===== config.mk =====
export PLATFORM = sky130hd
export DESIGN_NAME = blcb_luma
export DESIGN_NICKNAME = d
export VERILOG_FILES = /design/src/blcb_pkg.sv /design/src/blcb_luma.sv
export SDC_FILE = /design/constraint.sdc
export NUM_CORES = 1
export LEC_CHECK = 0
export BUFFER_PORTS_ARGS = -buffer_cell sky130_fd_sc_hd__buf_2
export CAP_MARGIN = 20
export CORE_MARGIN = 2
export CORE_UTILIZATION = 50
export CTS_BUF_LIST = sky130_fd_sc_hd__clkbuf_8
export CTS_CLUSTER_SIZE = 25
export DETAILED_ROUTE_END_ITERATION = 7
export GPL_TIMING_DRIVEN = 0
export HOLD_SLACK_MARGIN = 0.02
export PLACE_DENSITY = 0.69
export SLEW_MARGIN = 20
export SYNTH_ARGS = -nofsm -noshare
export SYNTH_HDL_FRONTEND = slang
export SYNTH_SLANG_ARGS = --single-unit

===== constraint.sdc =====
create_clock -name clk -period 4.7 [get_ports clk]
set_clock_uncertainty 0.1 [all_clocks]
set_input_delay 0.94 -clock clk [delete_from_list [all_inputs] [get_ports clk]]
set_output_delay 0.94 -clock clk [all_outputs]
set_load 0.005 [all_outputs]

===== src/blcb_pkg.sv =====
// ---------------------------------------------------------------------------
// blcb_pkg
// Shared types and constants of the backlight contrast and brightness pipeline.
// ---------------------------------------------------------------------------
package blcb_pkg;

	// Luma weights in Q16. They sum to 65536.
	localparam logic [15:0] LUMA_W_RED   = 16'd19595;
	localparam logic [15:0] LUMA_W_GREEN = 16'd38470;
	localparam logic [15:0] LUMA_W_BLUE  = 16'd7471;

	// Widths of the gain and offset terms.
	localparam int ALPHA_W = 18;   // Q12, signed
	localparam int BETA_W  = 24;   // Q12, signed

	// Unity gain in Q12.
	localparam logic signed [ALPHA_W-1:0] ALPHA_ONE = 18'sd4096;

	typedef enum logic [1:0] {
		REG_GAIN_MAX      = 2'd0,
		REG_OFFSET_STR    = 2'd1,
		REG_GAIN_SHIFT    = 2'd2,
		REG_OFFSET_SHIFT  = 2'd3
	} blcb_reg_t;

	typedef struct packed {
		logic [9:0] gain_max_q8;
		logic [7:0] offset_strength;
		logic [6:0] gain_luma_shift;
		logic [6:0] offset_luma_shift;
	} blcb_cfg_t;

	typedef struct packed {
		logic [7:0] red;
		logic [7:0] green;
		logic [7:0] blue;
	} blcb_pix_t;

endpackage


===== src/blcb_luma.sv =====
// ---------------------------------------------------------------------------
// blcb_luma
// First pipeline stage: registers the pixel together with its Q8 luma.
// ---------------------------------------------------------------------------
module blcb_luma (
	input  logic               clk,
	input  logic               arst_n,
	input  logic               up_valid,
	output logic               up_ready,
	input  blcb_pkg::blcb_pix_t pix_in,
	output logic               dn_valid,
	input  logic               dn_ready,
	output blcb_pkg::blcb_pix_t pix_out,
	output logic [15:0]        luma_out
);
	import blcb_pkg::*;

	logic        valid_s1;
	blcb_pix_t   pix_s1;
	logic [15:0] luma_s1;
	logic [24:0] y16;

	assign up_ready = !valid_s1 || dn_ready;

	// Q16 weighted sum plus half an LSB of the Q8 result.
	assign y16 = 25'(LUMA_W_RED * pix_in.red) + 25'(LUMA_W_GREEN * pix_in.green)
		+ 25'(LUMA_W_BLUE * pix_in.blue) + 25'd128;

	always_ff @(posedge clk or negedge arst_n) begin
		if (!arst_n) begin
			valid_s1 <= 1'b0;
		end else if (up_ready) begin
			valid_s1 <= up_valid;
		end
	end

	always_ff @(posedge clk) begin
		if (up_valid && up_ready) begin
			pix_s1  <= pix_in;
			luma_s1 <= y16[23:8];
		end
	end

	assign dn_valid = valid_s1;
	assign pix_out  = pix_s1;
	assign luma_out = luma_s1;

endmodule


==> impl_metrics.toml <==
[synthesis]
synth_nets = 1001
synth_cell_types = 42
yosysWarnings = 0
ys_seq_area_share_pct = 16.4
synth_area_sq_um = 7490
ys.flop_type = "edfxtp_1"
synthCells = 690
synth_seq_cells = 41
async_flop_share_pct = 2.44
avgSynthCellArea_sq_um = 10.9
synth_edf_count = 40

[floorplan]
dieArea_sq_um = 16000
core_area_sq_um = 14600
dieWidth_microns = 126
pin_count = 70
placementRows = 44
die_h_microns = 126
initial_core_util_pct = 51.4

[critical_path]
cp.arrival_ns = 7.16
path_depth = 29
end_kind = "flop"
crit_buf_inv = 5
crit_path_frequent_cell = "fa_1"
critPathLaunchType = "input pin"
cp_max_fo = 4
critPathTopFamily = "adder cells"
r2r_cells = 3
cp.required_ns = 4.68
slowest_delay_ns = 0.51
cpMaxStageDelayCell = "fa_1"
crit_type = "in2reg"

[sta]
max_slew_margin_pct = 66.5
fin_crit_ns = 7.18
slew_viol_final = 0
hold_viol = 0
worst_slew_pin_slew_ns = 0.503
worst_slack_ns = -2.48
fmax_ghz = 0.139
rsz0062_at_grt = "true"
min_period_over_period_pct = 153
final-setup-viol-count = 16

[detailed_routing]
ant_nets = 0
route.detailed.wl_per_inst_microns = 16.8
wirelength_microns = 16600
dr.first_iter.drc_count = 155
dr.pass1.iters = 6
vias_per_cell = 5.06
vias = 4973
drc_errors = 0

[clock_tree]
cts_hold_buf = 0
clk_pin_slew_ns = 0.09
cts_buffer_depth = 2
htree_levels = 2
cts_sinks = 41
clkLatencyLatePin_ns = 0.33
cts_tree = "done"
cts_made_buffers = 5
cts_root_buf = "clkbuf_8"

[layout]
syn2layout_area_growth_pct = 21.4
drive_gt1_share_pct = 26.0
antenna_cells = 0
stdcell_area_sq_um = 9100
fin_nets = 1109

[global_route]
overflow = 0
grt_pass1_vias = 5607
grt_usage_pct = 22.0
antenna_found_initial = 0
grt_max_degree = 24
grt_pass1_wl_microns = 27400

[place]
dpl.hpwl_microns = 13500
gp_congestion = 0.877
io_buffers = 69
post_dp_cell_area_sq_um = 8270

[flow_run]
max_cap_violations = 0

[outcome]
violations = "setup timing"
status = "finished, violations left"

[hold_path]
holdCritPathClass = "in2async"
## area by class of cell
type	instances	area [sq um]
fillers	1152	5490
inverters	214	803
clock inverters	3	37.5
multi-input cells	435	6040
flip-flops and latches	41	1230
well taps	184	230
repair buffers	101	688
clock buffers	5	68.8
## synth_stat cells, types with 3 or more instances
master	n	share of area [%]
nand2b_1	4	0.33
and2_1	5	0.42
inv_1	214	11
fa_1	119	32
nor2_1	16	0.80
nand3_1	6	0.40
o21ai_0	7	0.47
a21oi_2	6	0.70
ha_1	164	27
nor3_1	5	0.33
o21a_1	4	0.40
nand2_1	11	0.55
a21o_1	10	1.0
xnor2_1	15	1.8
a21oi_1	16	1.1
xor2_1	13	1.5
nand4_1	3	0.25
edfxtp_1	40	16
## final timing paths
kind	start	end	slack [ns]
worst max-delay path	pix_in[14]	luma_out[14]	-2.48
worst max register to register	dn_valid	pix_out[21]	3.07
min in group clk	dn_valid	dn_valid	0.45
worst min-delay path	arst_n	dn_valid	0.27
worst min register to register	dn_valid	dn_valid	0.45
max in group asynchronous	arst_n	dn_valid	4.14
## state kept, by name (all words and copies together), names as in the netlist
signal and count:
pix_out 24, luma_out 16, dn_valid 1
## cells in the final DEF (no fill, tap or decap), drive strengths merged, types with 2 or more instances in the layout
| cell | instances |
|---|---|
| nand2 | 11 |
| and2 | 5 |
| or3 | 3 |
| o21ai | 9 |
| nor2b | 2 |
| inv | 215 |
| xor2 | 13 |
| nor2 | 16 |
| a21oi | 22 |
| nand3 | 6 |
| o21a | 5 |
| edfxtp | 40 |
| fa | 119 |
| nor3 | 5 |
| ha | 164 |
| buf | 99 |
| a31oi | 2 |
| nor3b | 2 |
| nand2b | 4 |
| nand4 | 3 |
| or2 | 2 |
| xnor2 | 15 |
| clkbuf | 7 |
| a211oi | 2 |
| a21o | 12 |
## kinds of logic after synthesis
group           after synthesis  share of synthesized area [%]
simple gates                 63                           4.32
buf+inv                     214                           10.7
xor+xnor                     28                           3.27
flops                        41                           16.4
compound gates               61                           6.14
fa+ha+maj                   283                           59.2
## per-stage QoR
step                setup TNS (ns)  cells  util (%)  setup slack, ns  hold WS, ns
floorplan                   -26.13    690         -            -2.47        0.437
global placement            -35.70    943      56.5            -3.07        0.395
detailed placement          -36.93    944      56.7            -3.23        0.446
CTS                         -27.94    973      61.0            -2.46        0.255
global route                -35.23    983      62.3            -2.69        0.253
finish                      -32.69    983      62.3            -2.48        0.269
## layer usage
metal	global-route usage [%]	part of all wire, %	wire length (microns)
met3	2.61	2.6	427
met4	6.59	2.3	373
met5	0	0	0
met2	38.9	52	8660
met1	28.3	43	7100
## what timing repair did
| item | CTS | global route |
|---|---|---|
| gates cloned | 0 | 0 |
| setup endpoints to repair | 16 | 16 |
| setup buffers | 22 | 10 |
| gates resized for setup | 62 | 30 |
| pin swaps | 37 | 22 |
| endpoints found under the hold margin | 0 | 0 |
Power is left out: the tool's default activity adds up to more than one toggle a clock period on the data nets, which glitch-free logic cannot reach.
