`config.mk`:
```
export PLATFORM = sky130hd
export DESIGN_NAME = blcb_apply
export DESIGN_NICKNAME = d
export VERILOG_FILES = /design/src/blcb_pkg.sv /design/src/blcb_apply.sv
export SDC_FILE = /design/constraint.sdc
export NUM_CORES = 1
export LEC_CHECK = 0
export BUFFER_PORTS_ARGS = -buffer_cell sky130_fd_sc_hd__buf_2
export CAP_MARGIN = 20
export CELL_PAD_IN_SITES_DETAIL_PLACEMENT = 1
export CELL_PAD_IN_SITES_GLOBAL_PLACEMENT = 2
export CORE_UTILIZATION = 25
export CTS_BUF_LIST = sky130_fd_sc_hd__clkbuf_4 sky130_fd_sc_hd__clkbuf_8
export DETAILED_ROUTE_END_ITERATION = 16
export GPL_ROUTABILITY_DRIVEN = 0
export PLACE_DENSITY = 0.64
export SETUP_SLACK_MARGIN = 0.05
export SYNTH_ARGS = -nofsm -noshare
export SYNTH_HDL_FRONTEND = slang
export SYNTH_SLANG_ARGS = --single-unit
```
`constraint.sdc`:
```
create_clock -name clk -period 1.55 [get_ports clk]
set_input_delay 0.3875 -clock clk [delete_from_list [all_inputs] [get_ports clk]]
set_output_delay 0.3875 -clock clk [all_outputs]
set_load 0.05 [all_outputs]
```
`src/blcb_pkg.sv`:
```
// ---------------------------------------------------------------------------
// blcb_pkg
// Shared types and constants of the backlight contrast and brightness pipeline.
// ---------------------------------------------------------------------------
package blcb_pkg;

	// Luma weights in Q16. They sum to 65536.
	localparam logic [15:0] LUMA_W_RED   = 16'd19595;
	localparam logic [15:0] LUMA_W_GREEN = 16'd38470;
	localparam logic [15:0] LUMA_W_BLUE  = 16'd7471;

	// Widths of the gain and offset terms.
	localparam int ALPHA_W = 18;   // Q12, signed
	localparam int BETA_W  = 24;   // Q12, signed

	// Unity gain in Q12.
	localparam logic signed [ALPHA_W-1:0] ALPHA_ONE = 18'sd4096;

	typedef enum logic [1:0] {
		REG_GAIN_MAX      = 2'd0,
		REG_OFFSET_STR    = 2'd1,
		REG_GAIN_SHIFT    = 2'd2,
		REG_OFFSET_SHIFT  = 2'd3
	} blcb_reg_t;

	typedef struct packed {
		logic [9:0] gain_max_q8;
		logic [7:0] offset_strength;
		logic [6:0] gain_luma_shift;
		logic [6:0] offset_luma_shift;
	} blcb_cfg_t;

	typedef struct packed {
		logic [7:0] red;
		logic [7:0] green;
		logic [7:0] blue;
	} blcb_pix_t;

endpackage

```
`src/blcb_apply.sv`:
```
// ---------------------------------------------------------------------------
// blcb_apply
// Last stage: applies gain and offset to each channel, rounds and clamps.
// ---------------------------------------------------------------------------
module blcb_apply (
	input  logic                                clk,
	input  logic                                arst_n,
	input  logic                                up_valid,
	output logic                                up_ready,
	input  blcb_pkg::blcb_pix_t                 pix_in,
	input  logic signed [blcb_pkg::ALPHA_W-1:0] alpha_in,
	input  logic signed [blcb_pkg::BETA_W-1:0]  beta_in,
	output logic                                dn_valid,
	input  logic                                dn_ready,
	output blcb_pkg::blcb_pix_t                 pix_out
);
	import blcb_pkg::*;

	logic      valid_s5;
	blcb_pix_t pix_s5;
	blcb_pix_t pix_new;

	function automatic logic [7:0] apply_chan(
		input logic [7:0]                c,
		input logic signed [ALPHA_W-1:0] alpha,
		input logic signed [BETA_W-1:0]  beta
	);
		logic signed [27:0] prod;
		logic signed [27:0] acc;
		logic signed [15:0] res;
		logic [7:0]         val;
		prod = $signed({1'b0, c}) * alpha;
		acc  = prod + 28'(beta) + 28'sd2048;
		res  = acc[27:12];
		if (res < 16'sd0) begin
			val = 8'd0;
		end else if (res > 16'sd255) begin
			val = 8'd255;
		end else begin
			val = res[7:0];
		end
		return val;
	endfunction

	assign pix_new.red   = apply_chan(pix_in.red, alpha_in, beta_in);
	assign pix_new.green = apply_chan(pix_in.green, alpha_in, beta_in);
	assign pix_new.blue  = apply_chan(pix_in.blue, alpha_in, beta_in);

	assign up_ready = !valid_s5 || dn_ready;

	always_ff @(posedge clk or negedge arst_n) begin
		if (!arst_n) begin
			valid_s5 <= 1'b0;
		end else if (up_ready) begin
			valid_s5 <= up_valid;
		end
	end

	always_ff @(posedge clk) begin
		if (up_valid && up_ready) begin
			pix_s5 <= pix_new;
		end
	end

	assign dn_valid = valid_s5;
	assign pix_out  = pix_s5;

endmodule

```
==> reports/results.tsv <==
stage	metric	value	unit
logic_synthesis	synth_edf_count	24	
route	vias_per_cell	4.30	
sta	setup_viol	24	
die	pin_count	96	
clock_network	cts-buffers-inserted	3	
sta	relSlewSlack	43.7	%
sta	rsz0062_at_grt	yes	
critical_path	crit_path_end	pix_out[3]$_SDFFCE_PP0P_	
cells_and_area	regArea	746	µm²
route	wl	59.6	mm
clock_network	htreeDepth	1	
grt	grtUsageTotal	16.0	%
logic_synthesis	ys_seq_area_share	3.89	%
clock_network	cts_sinks	25	
critical_path	start_kind	input port	
sta	clock_skew	0.0240	ns
logic_synthesis	synth_area	19200	µm²
clock_network	root_buffer	clkbuf_8	
cells_and_area	final_cell_mix	inv_1, fa_1, buf_4	
logic_synthesis	yosys_warnings	0	
grt	grt_pass1_wl	98.0	mm
job	drv_cap	0	
die	die-area	77800	µm²
die	die-width	279	µm
route	route.vias.total	15433	
cells_and_area	fillers	8816	
logic_synthesis	yosys_register_bits	25	
critical_path	cpMaxStageDelayCell	or4_4	
logic_synthesis	ys_types	61	
critical_path	regToRegStartpoint	dn_valid$_DFFE_PN0N_	
critical_path	crit_chain	buf_12 -> and2_4 -> fa_1 -> fa_1 -> fa_1 -> fa_1 -> inv_2 -> fa_1 -> inv_2 -> ha_4 -> a21o_1 -> a21o_1 -> a221oi_4 -> a31oi_4 -> a21bo_1 -> a211oi_2 -> o2111ai_2 -> or4_4 -> o21a_1	
route	remaining_drc_errors	0	
grt	antenna_found_initial	1	
die	die_y	279	µm
sta	fmax	0.175	GHz
route	wire_per_inst	16.6	µm
grt	gr-total-overflow	0	
critical_path	cp_common_cell	fa_1	
cells_and_area	post-route-util	33.3	%
logic_synthesis	synth.avg_cell_area	8.83	µm²
grt	grt_max_degree	25	
die	core-area	75900	µm²
critical_path	rr_endpoint	pix_out[3]$_SDFFCE_PP0P_	
clock_network	cts_buffer_depth	2	
cells_and_area	syn_to_final_growth	31.9	%
critical_path	cp.required	1.63	ns
route	drt-pass1-iter-count	4	
logic_synthesis	syn_inst	2170	
logic_synthesis	async_flop_share	4.00	%
logic_synthesis	synth_flop_cell	edfxtp_1	
cells_and_area	fin_nets	3287	
route	drt_iter0_markers	484	
clock_network	cts_tree	done	
sta	setup_ws	-4.16	ns
run_status	status	complete, but fails checks	
place	hpwl	52.4	mm
place	placement.io_buffers	95	
clock_network	clk_latency	0.34	ns
min_path	worstHoldStart	up_valid	
critical_path	arrival	5.79	ns
sta	worstMarginPinSlew	0.839	ns
cells_and_area	multi_input_area	17200	µm²
grt	grt_pass1_vias	17993	
run_status	violations	negative setup slack	
logic_synthesis	syn_nets	2897	
cells_and_area	layout_commonest_cell	inv_1	
die	start_util	25.2	%
min_path	hold_class	input port to flop	
critical_path	reg2reg_depth	3	
route	postRouteAntennaNets	0	
critical_path	cp_max_fo	8	
critical_path	crit_path_start	pix_in[5]	
critical_path	critPathCaptureType	flop	
cells_and_area	insertedDiodeCount	0	
cells_and_area	drive_gt1_share	25.6	%
sta	fin_crit	5.71	ns
sta	fin_crit_sh	368	%
sta	slew_violations	0	
critical_path	path_class	input port to flop	
critical_path	r2r_slack	0.35	ns
critical_path	max_stage_delay	0.63	ns
sta	hold_violations	0	
die	rows	101	
clock_network	clk_pin_slew_worst_paths	0.13	ns
==> worst max-delay path: cells and delay by family <==
| family | cells | cell delay, ns |
|---|---|---|
| and+or+nand+nor | 2 | 0.79 |
| adders and majority gates | 6 | 2.73 |
| buffers and inverters | 3 | 0.21 |
| AOI/OAI and AO/OA | 8 | 1.67 |
==> layout make-up <==
cell class              instances  area share, %
clock buffers                   3          0.163
multi-input cells            1509           67.9
clock inverters                 1         0.0297
repair buffers                462           15.5
flip-flops and latches         25           2.95
well taps                    1030           5.10
inverters                     559           8.30
==> stage by stage <==
step           hold slack (ns)  instance area [µm²]  instances  setup TNS, ns  setup slack, ns
3_3_place_gp             0.162                23700       3550        -111.12            -4.77
2_1_floorplan           0.0919                19800       2170         -95.44            -4.24
3_5_place_dp             0.163                23700       3550        -113.38            -4.86
6_report                 0.264                25300       3589         -95.89            -4.16
4_1_cts                  0.254                24600       3573         -95.42            -4.10
5_1_grt                  0.284                25300       3589        -100.48            -4.33
==> repair_timing <==
| item | in CTS | in global routing |
|---|---|---|
| endpoints found under the setup margin | 28 | 25 |
| pin swaps | 69 | 73 |
| hold endpoints to repair | 1 | 0 |
| setup buffers | 16 | 16 |
| cloned | 2 | 1 |
| hold buffers | 1 | 0 |
| gates resized for setup | 164 | 122 |
==> synthesized netlist by cell type, types with 3 or more instances <==
cell	instances	area, µm²
a2111oi_0	4	35.0
a211oi_1	5	37.5
a21boi_0	4	30.0
a21o_1	19	143
a21oi_1	78	390
a311oi_1	3	26.3
a31oi_1	4	25.0
and2_1	193	1210
clkbuf_1	74	278
edfxtp_1	24	721
fa_1	417	8350
ha_1	240	3000
inv_1	559	2100
mux2i_1	4	40.0
nand2_1	293	1100
nand2b_1	11	68.8
nand3_1	16	80.1
nand3b_1	4	30.0
nand4_1	10	62.6
nor2_1	46	173
nor2b_1	8	50.1
nor3_1	8	40.0
o211ai_1	10	75.1
o21a_1	11	82.6
o21ai_0	27	135
o21bai_1	8	60.1
o22ai_1	3	18.8
o31ai_1	3	22.5
xnor2_1	30	263
xor2_1	14	123
==> logic make-up after synthesis <==
kind of cell	share of synthesized area, %
adder cells (fa/ha/maj)	59.2
buffers and inverters	12.5
AND/OR/NAND/NOR	15.3
AO/OA/AOI/OAI	6.83
XOR/XNOR	2.01
flip-flops	3.89
multiplexers	0.268
==> layer usage <==
layer | vias up | global-route usage, % | routed length [µm]
li1 | 7294 | - | -
met1 | 7967 | 20.9 | 27200
met2 | 131 | 28.7 | 30000
met3 | 39 | 0.929 | 1030
met4 | 2 | 3.96 | 1360
met5 | - | 0 | 9
==> how the worst min path moves through the flow <==
stage / endpoint / slack (ns) / cells after the start
finish: dn_valid$_DFFE_PN0N_ / 0.26 / 2
global placement: dn_valid$_DFFE_PN0N_ / 0.16 / 1
CTS: dn_valid$_DFFE_PN0N_ / 0.25 / 2
floorplan: dn_valid$_DFFE_PN0N_ / 0.09 / 0
global route: dn_valid$_DFFE_PN0N_ / 0.28 / 2
detailed placement: dn_valid$_DFFE_PN0N_ / 0.16 / 1
==> sequential cells by signal, summed over array words and instances, names as in the netlist <==
name	count
pix_out	24
dn_valid	1
Power is left out: the tool's default activity adds up to more than one toggle a clock period on the data nets, which glitch-free logic cannot reach.
