===== src/blcb_pkg.sv =====
// ---------------------------------------------------------------------------
// blcb_pkg
// Shared types and constants of the backlight contrast and brightness pipeline.
// ---------------------------------------------------------------------------
package blcb_pkg;

	// Luma weights in Q16. They sum to 65536.
	localparam logic [15:0] LUMA_W_RED   = 16'd19595;
	localparam logic [15:0] LUMA_W_GREEN = 16'd38470;
	localparam logic [15:0] LUMA_W_BLUE  = 16'd7471;

	// Widths of the gain and offset terms.
	localparam int ALPHA_W = 18;   // Q12, signed
	localparam int BETA_W  = 24;   // Q12, signed

	// Unity gain in Q12.
	localparam logic signed [ALPHA_W-1:0] ALPHA_ONE = 18'sd4096;

	typedef enum logic [1:0] {
		REG_GAIN_MAX      = 2'd0,
		REG_OFFSET_STR    = 2'd1,
		REG_GAIN_SHIFT    = 2'd2,
		REG_OFFSET_SHIFT  = 2'd3
	} blcb_reg_t;

	typedef struct packed {
		logic [9:0] gain_max_q8;
		logic [7:0] offset_strength;
		logic [6:0] gain_luma_shift;
		logic [6:0] offset_luma_shift;
	} blcb_cfg_t;

	typedef struct packed {
		logic [7:0] red;
		logic [7:0] green;
		logic [7:0] blue;
	} blcb_pix_t;

endpackage


===== src/blcb_curve.sv =====
// ---------------------------------------------------------------------------
// blcb_curve
// Three stages that turn luma into the contrast gain and brightness offset.
// ---------------------------------------------------------------------------
module blcb_curve (
	input  logic                                clk,
	input  logic                                arst_n,
	input  blcb_pkg::blcb_cfg_t                 cfg,
	input  logic                                up_valid,
	output logic                                up_ready,
	input  blcb_pkg::blcb_pix_t                 pix_in,
	input  logic [15:0]                         luma_in,
	output logic                                dn_valid,
	input  logic                                dn_ready,
	output blcb_pkg::blcb_pix_t                 pix_out,
	output logic signed [blcb_pkg::ALPHA_W-1:0] alpha_out,
	output logic signed [blcb_pkg::BETA_W-1:0]  beta_out
);
	import blcb_pkg::*;

	logic valid_s2, valid_s3, valid_s4;
	logic rdy_s2, rdy_s3, rdy_s4;

	// Stage 2: distances from the two curve centers, squared.
	logic [15:0]        center_a, center_b;
	logic [7:0]         cb_hi;
	logic signed [16:0] da, db;
	logic [15:0]        da_mag, db_mag;

	blcb_pix_t          pix_s2;
	logic [31:0]        da_sq_s2, db_sq_s2;
	logic [23:0]        bdb_s2;
	logic               db_neg_s2;
	logic signed [10:0] k_s2;

	// Stage 3: gain and offset products.
	blcb_pix_t          pix_s3;
	logic signed [43:0] ka_s3;
	logic [55:0]        bp_s3;
	logic               db_neg_s3;
	logic signed [43:0] ka;
	logic signed [32:0] da_sq_sgn;

	// Stage 4: rounding to Q12.
	blcb_pix_t                  pix_s4;
	logic signed [ALPHA_W-1:0]  alpha_s4;
	logic signed [BETA_W-1:0]   beta_s4;
	logic signed [43:0]         ka_rnd;
	logic signed [56:0]         bp_sgn, bp_rnd;

	assign rdy_s4   = !valid_s4 || dn_ready;
	assign rdy_s3   = !valid_s3 || rdy_s4;
	assign rdy_s2   = !valid_s2 || rdy_s3;
	assign up_ready = rdy_s2;

	assign center_a = {1'b1, cfg.gain_luma_shift, 8'h00};
	assign cb_hi    = 8'd128 - {1'b0, cfg.offset_luma_shift};
	assign center_b = {cb_hi, 8'h00};
	assign da       = $signed({1'b0, luma_in}) - $signed({1'b0, center_a});
	assign db       = $signed({1'b0, center_b}) - $signed({1'b0, luma_in});
	assign da_mag   = da[16] ? 16'(-da) : da[15:0];
	assign db_mag   = db[16] ? 16'(-db) : db[15:0];

	assign da_sq_sgn = $signed({1'b0, da_sq_s2});
	assign ka        = k_s2 * da_sq_sgn;

	// Both roundings are floor(x + 1/2); an arithmetic shift is the floor.
	assign ka_rnd = ka_s3 + 44'sd33554432;
	assign bp_sgn = db_neg_s3 ? -$signed({1'b0, bp_s3}) : $signed({1'b0, bp_s3});
	assign bp_rnd = bp_sgn + 57'sd4294967296;

	always_ff @(posedge clk or negedge arst_n) begin
		if (!arst_n) begin
			valid_s2 <= 1'b0;
			valid_s3 <= 1'b0;
			valid_s4 <= 1'b0;
		end else begin
			if (rdy_s2) begin
				valid_s2 <= up_valid;
			end
			if (rdy_s3) begin
				valid_s3 <= valid_s2;
			end
			if (rdy_s4) begin
				valid_s4 <= valid_s3;
			end
		end
	end

	always_ff @(posedge clk) begin
		if (up_valid && rdy_s2) begin
			pix_s2    <= pix_in;
			da_sq_s2  <= da_mag * da_mag;
			db_sq_s2  <= db_mag * db_mag;
			bdb_s2    <= cfg.offset_strength * db_mag;
			db_neg_s2 <= db[16];
			k_s2      <= $signed({1'b0, cfg.gain_max_q8}) - 11'sd256;
		end
		if (valid_s2 && rdy_s3) begin
			pix_s3    <= pix_s2;
			ka_s3     <= ka;
			bp_s3     <= db_sq_s2 * bdb_s2;
			db_neg_s3 <= db_neg_s2;
		end
		if (valid_s3 && rdy_s4) begin
			pix_s4   <= pix_s3;
			alpha_s4 <= ka_rnd[43:26] + ALPHA_ONE;
			beta_s4  <= bp_rnd[56:33];
		end
	end

	assign dn_valid  = valid_s4;
	assign pix_out   = pix_s4;
	assign alpha_out = alpha_s4;
	assign beta_out  = beta_s4;

endmodule


===== config.mk =====
export PLATFORM = sky130hd
export DESIGN_NAME = blcb_curve
export DESIGN_NICKNAME = d
export VERILOG_FILES = /design/src/blcb_pkg.sv /design/src/blcb_curve.sv
export SDC_FILE = /design/constraint.sdc
export NUM_CORES = 2
export LEC_CHECK = 0
export ABC_AREA = 1
export ABC_CLOCK_PERIOD_IN_PS = 13600
export BUFFER_PORTS_ARGS = -buffer_cell sky130_fd_sc_hd__buf_4
export CAP_MARGIN = 15
export CORE_ASPECT_RATIO = 2
export CORE_MARGIN = 5
export CORE_UTILIZATION = 35
export DETAILED_ROUTE_END_ITERATION = 16
export PLACE_DENSITY = 0.61
export SLEW_MARGIN = 20
export SYNTH_ARGS = -nofsm -noshare
export SYNTH_HDL_FRONTEND = slang
export SYNTH_SLANG_ARGS = --single-unit

===== constraint.sdc =====
create_clock -name clk -period 13.6 [get_ports clk]
set_input_delay 0.68 -clock clk [delete_from_list [all_inputs] [get_ports clk]]
set_output_delay 0.68 -clock clk [all_outputs]
set_load 0.02 [all_outputs]

==> summary.md <==
| Metric | Value |
|---|---|
| Share of cells above drive strength 1 | `4.344%` |
| Postcts setup bufs | `0` |
| Clock root buffer | `clkbuf_16` |
| Final worst slack | `approximately 4.6 ns` |
| Area of placed instances | `70640 um^2` |
| Gpl congestion | `0.9134` |
| Filler instances | `19510` |
| Min-delay worst type | `input port to flop` |
| Final hold violation count | `0` |
| Outcome | `finished, final reports clean` |
| # clock sinks | `290` |
| Initial drt markers | `approximately 3200` |
| Crit-path slowest cell | `fa_1` |
| Setup Crit Path Kind | `input port to flop` |
| Final wirelength | `around 170000 um` |
| Critical Path Sink Type | `flop` |
| Design area | `71700 um^2` |
| DRC viols | `0` |
| Max Used Layer | `met4` |
| Final setup viols | `0` |
| Vias per cell | `4.735` |
| Antenna-violating nets left | `0` |
| Post-synth cell types | `55` |
| Final Cycle Share | `66.00%` |
| Met2 WL | `about 80000 um` |
| Syn_area_per_cell | `8.296 um^2` |
| Worst Path Required | `14.01 ns` |
| RSZ-0062 raised after global routing | `false` |
| Worst-Skew Late Latency | `0.64 ns` |
| Die area | `approximately 200000 um^2` |
| Die height | `roughly 630 um` |
| Drt first pass iters | `6` |
| Number of port buffers | `143` |
| DR WL/cell | `15.83 um` |
| Most frequent CP cell | `inv_1` |
| Clock skew | `0.02437 ns` |
| Cells after Synth | `8054` |
| CP peak stage delay | `0.53 ns` |
| Crit path launch type | `input port` |
| Worst slack, placed | `3.892 ns` |
| First-pass GRT wire length | `approximately 280000 um` |
| CTS resizes | `0` |
| Core Region | `190600 um^2` |
| Data arrival, critical path | `9.38 ns` |
| Area grow syn2layout | `7.303%` |
| Worst Max-Slew Pin Slew | `a little under 1 ns` |
| Slew HR | `between 30% and 40%` |
| Clock Tree Buf Depth | `3` |
| CTS tree | `built` |
| Die W | `319.0 um` |
| EDFF count, synth | `287` |
| Nets | `10010` |
| Max-cap violations | `0` |
| Metal1 wirelength | `73250 um` |
| Dominant synthesized flop cell | `edfxtp_1` |
| Setup TNS Final | `0 ns` |
| Worst-path clk slew | `0.08 ns` |
| Initial Utilization | `about a third` |
| Grt ovf | `0` |
| Via count | `50210` |
| Total GRT Usage | `between 15 and 20%` |
| Reg2Reg Setup Slack | `slightly above 6 ns` |
| Register area share after synthesis | `13.01%` |
| Row cnt | `227` |
| Fin. max-slew vios | `0` |
| Initial antenna violation count | `2` |
| Cts hold-fix bufs | `1` |
| Largest net degree at the start of global routing | `71` |
| Met3 Routed Length | `10270 um` |
| IO Count | `144` |
| Number of synthesized register bits | `290` |
| CP Max Fanout | `18` |
| Fraction of registers with async set/reset | `1.034%` |
| Min Tclk post-route | `around 9 ns` |
| Cell Area, Synth | `about 67000 um^2` |
| Vias in the first global route | `53980` |
| Fmax | `111.4 MHz` |
| Total CTS buffers | `30` |
| HPWL Detailed | `134700 um` |
| H-tree depth | `1` |
| Utilization after layout | `37.62%` |
| Synth Warn # | `0` |
[area by class of cell]
class                           instances  area, um^2  area share (%)
Timing Repair Buffer                  223        1677           2.339
Tap cell                             2519        3152           4.396
Inverter                             2157        8107           11.31
Clock buffer                           33       772.0           1.077
Multi-Input combinational cell       5354       49020           68.38
Sequential cell                       290        8693           12.13
Clock inverter                         23       262.8          0.3665
Antenna cell                            4       10.01         0.01396
[synth_stat cells (12+ instances only)]
cell / number / area share [%]
a21boi_0: 13 / 0.15
a21o_1: 27 / 0.30
a21oi_1: 194 / 1.5
a31oi_1: 35 / 0.33
buf_2: 27 / 0.20
clkbuf_1: 226 / 1.3
edfxtp_1: 287 / 13
fa_1: 1318 / 39
ha_1: 558 / 10
inv_1: 2143 / 12
nand2_1: 1891 / 11
nand3_1: 155 / 1.2
nand4_1: 37 / 0.35
nor2_1: 578 / 3.2
nor3_1: 39 / 0.29
nor4_1: 12 / 0.11
o21a_1: 15 / 0.17
o21ai_0: 129 / 0.97
o21bai_1: 26 / 0.29
or2_2: 32 / 0.30
xnor2_1: 70 / 0.92
xor2_1: 132 / 1.7
[path summary, 6_finish.rpt]
| path | from | endpoint | cells past startpoint |
|---|---|---|---|
| worst max-delay path | cfg[0] | db_sq_s2[29] | 37 |
| worst min-delay path | pix_in[13] | pix_s2[13] | 1 |
| worst max register to register | bdb_s2[9] | bp_s3[47] | 25 |
| worst min register to register | pix_s2[11] | pix_s3[11] | 0 |
| max in group asynchronous | arst_n | valid_s3 | 2 |
| min in group asynchronous | arst_n | dn_valid | 2 |
[kinds of logic (layout without fill, tap and decap cells)]
logic type | Yosys count | count (layout) | synth area share (%)
AOI/OAI and AO/OA | 478 | 478 | 4.137
other | 2 | 15 | 0.01124
DFF | 290 | 290 | 13.01
buffers and inverters | 2419 | 2436 | 13.70
adders and majority gates | 1876 | 1876 | 49.94
and+or+nand+nor | 2786 | 2786 | 16.53
xor gates and xnor gates | 203 | 203 | 2.672
[critical path: cells and delay by family]
| kind | cells | cell delay [ns] |
|---|---|---|
| XOR/XNOR | 1 | 0.17 |
| AND/OR/NAND/NOR | 13 | 2.40 |
| AO/OA/AOI/OAI | 4 | 1.18 |
| buffers and inverters | 11 | 1.40 |
| adder cells (fa/ha/maj) | 8 | 3.54 |
[cells in the final DEF, fill, tap and decap left out, types with 6 or more instances in the layout]
cell	instances
a21boi_0	13
a21o_1	27
a21oi_1	193
a31oi_1	35
buf_4	222
clkbuf_16	30
conb_1	11
edfxtp_1	287
fa_1	1318
ha_1	558
inv_1	2141
inv_2	11
nand2_1	1891
nand2_2	7
nand3_1	155
nand3b_1	11
nand4_1	37
nor2_1	578
nor2_2	7
nor3_1	39
nor4_1	12
o211ai_1	7
o21a_1	15
o21ai_0	128
o21ai_1	6
o21bai_1	26
or2_2	32
xnor2_1	70
xor2_1	131
[metrics by stage]
stage               std cells  hold WS [ns]
global route            10600        0.1880
finish                  10600        0.2149
floorplan                8063        0.3844
global placement        10540        0.4011
detailed placement      10540        0.4045
CTS                     10600        0.1627
[flip-flops by register name, summed over array words and instances (netlist names)]
signal	count
bdb_s2	24
valid_s3	1
pix_s3	24
beta_out	24
da_sq_s2	31
valid_s2	1
pix_out	24
dn_valid	1
db_neg_s3	1
db_sq_s2	30
db_neg_s2	1
ka_s3	19
bp_s3	56
pix_s2	24
alpha_out	18
k_s2	11
[per-layer routing]
layer	track usage (%)	up-vias
li1	-	23570
met1	23.31	24850
met2	28.98	1515
met3	1.712	273
met4	4.180	0
met5	0	-
Power is left out: the tool's default activity adds up to more than one toggle a clock period on the data nets, which glitch-free logic cannot reach.
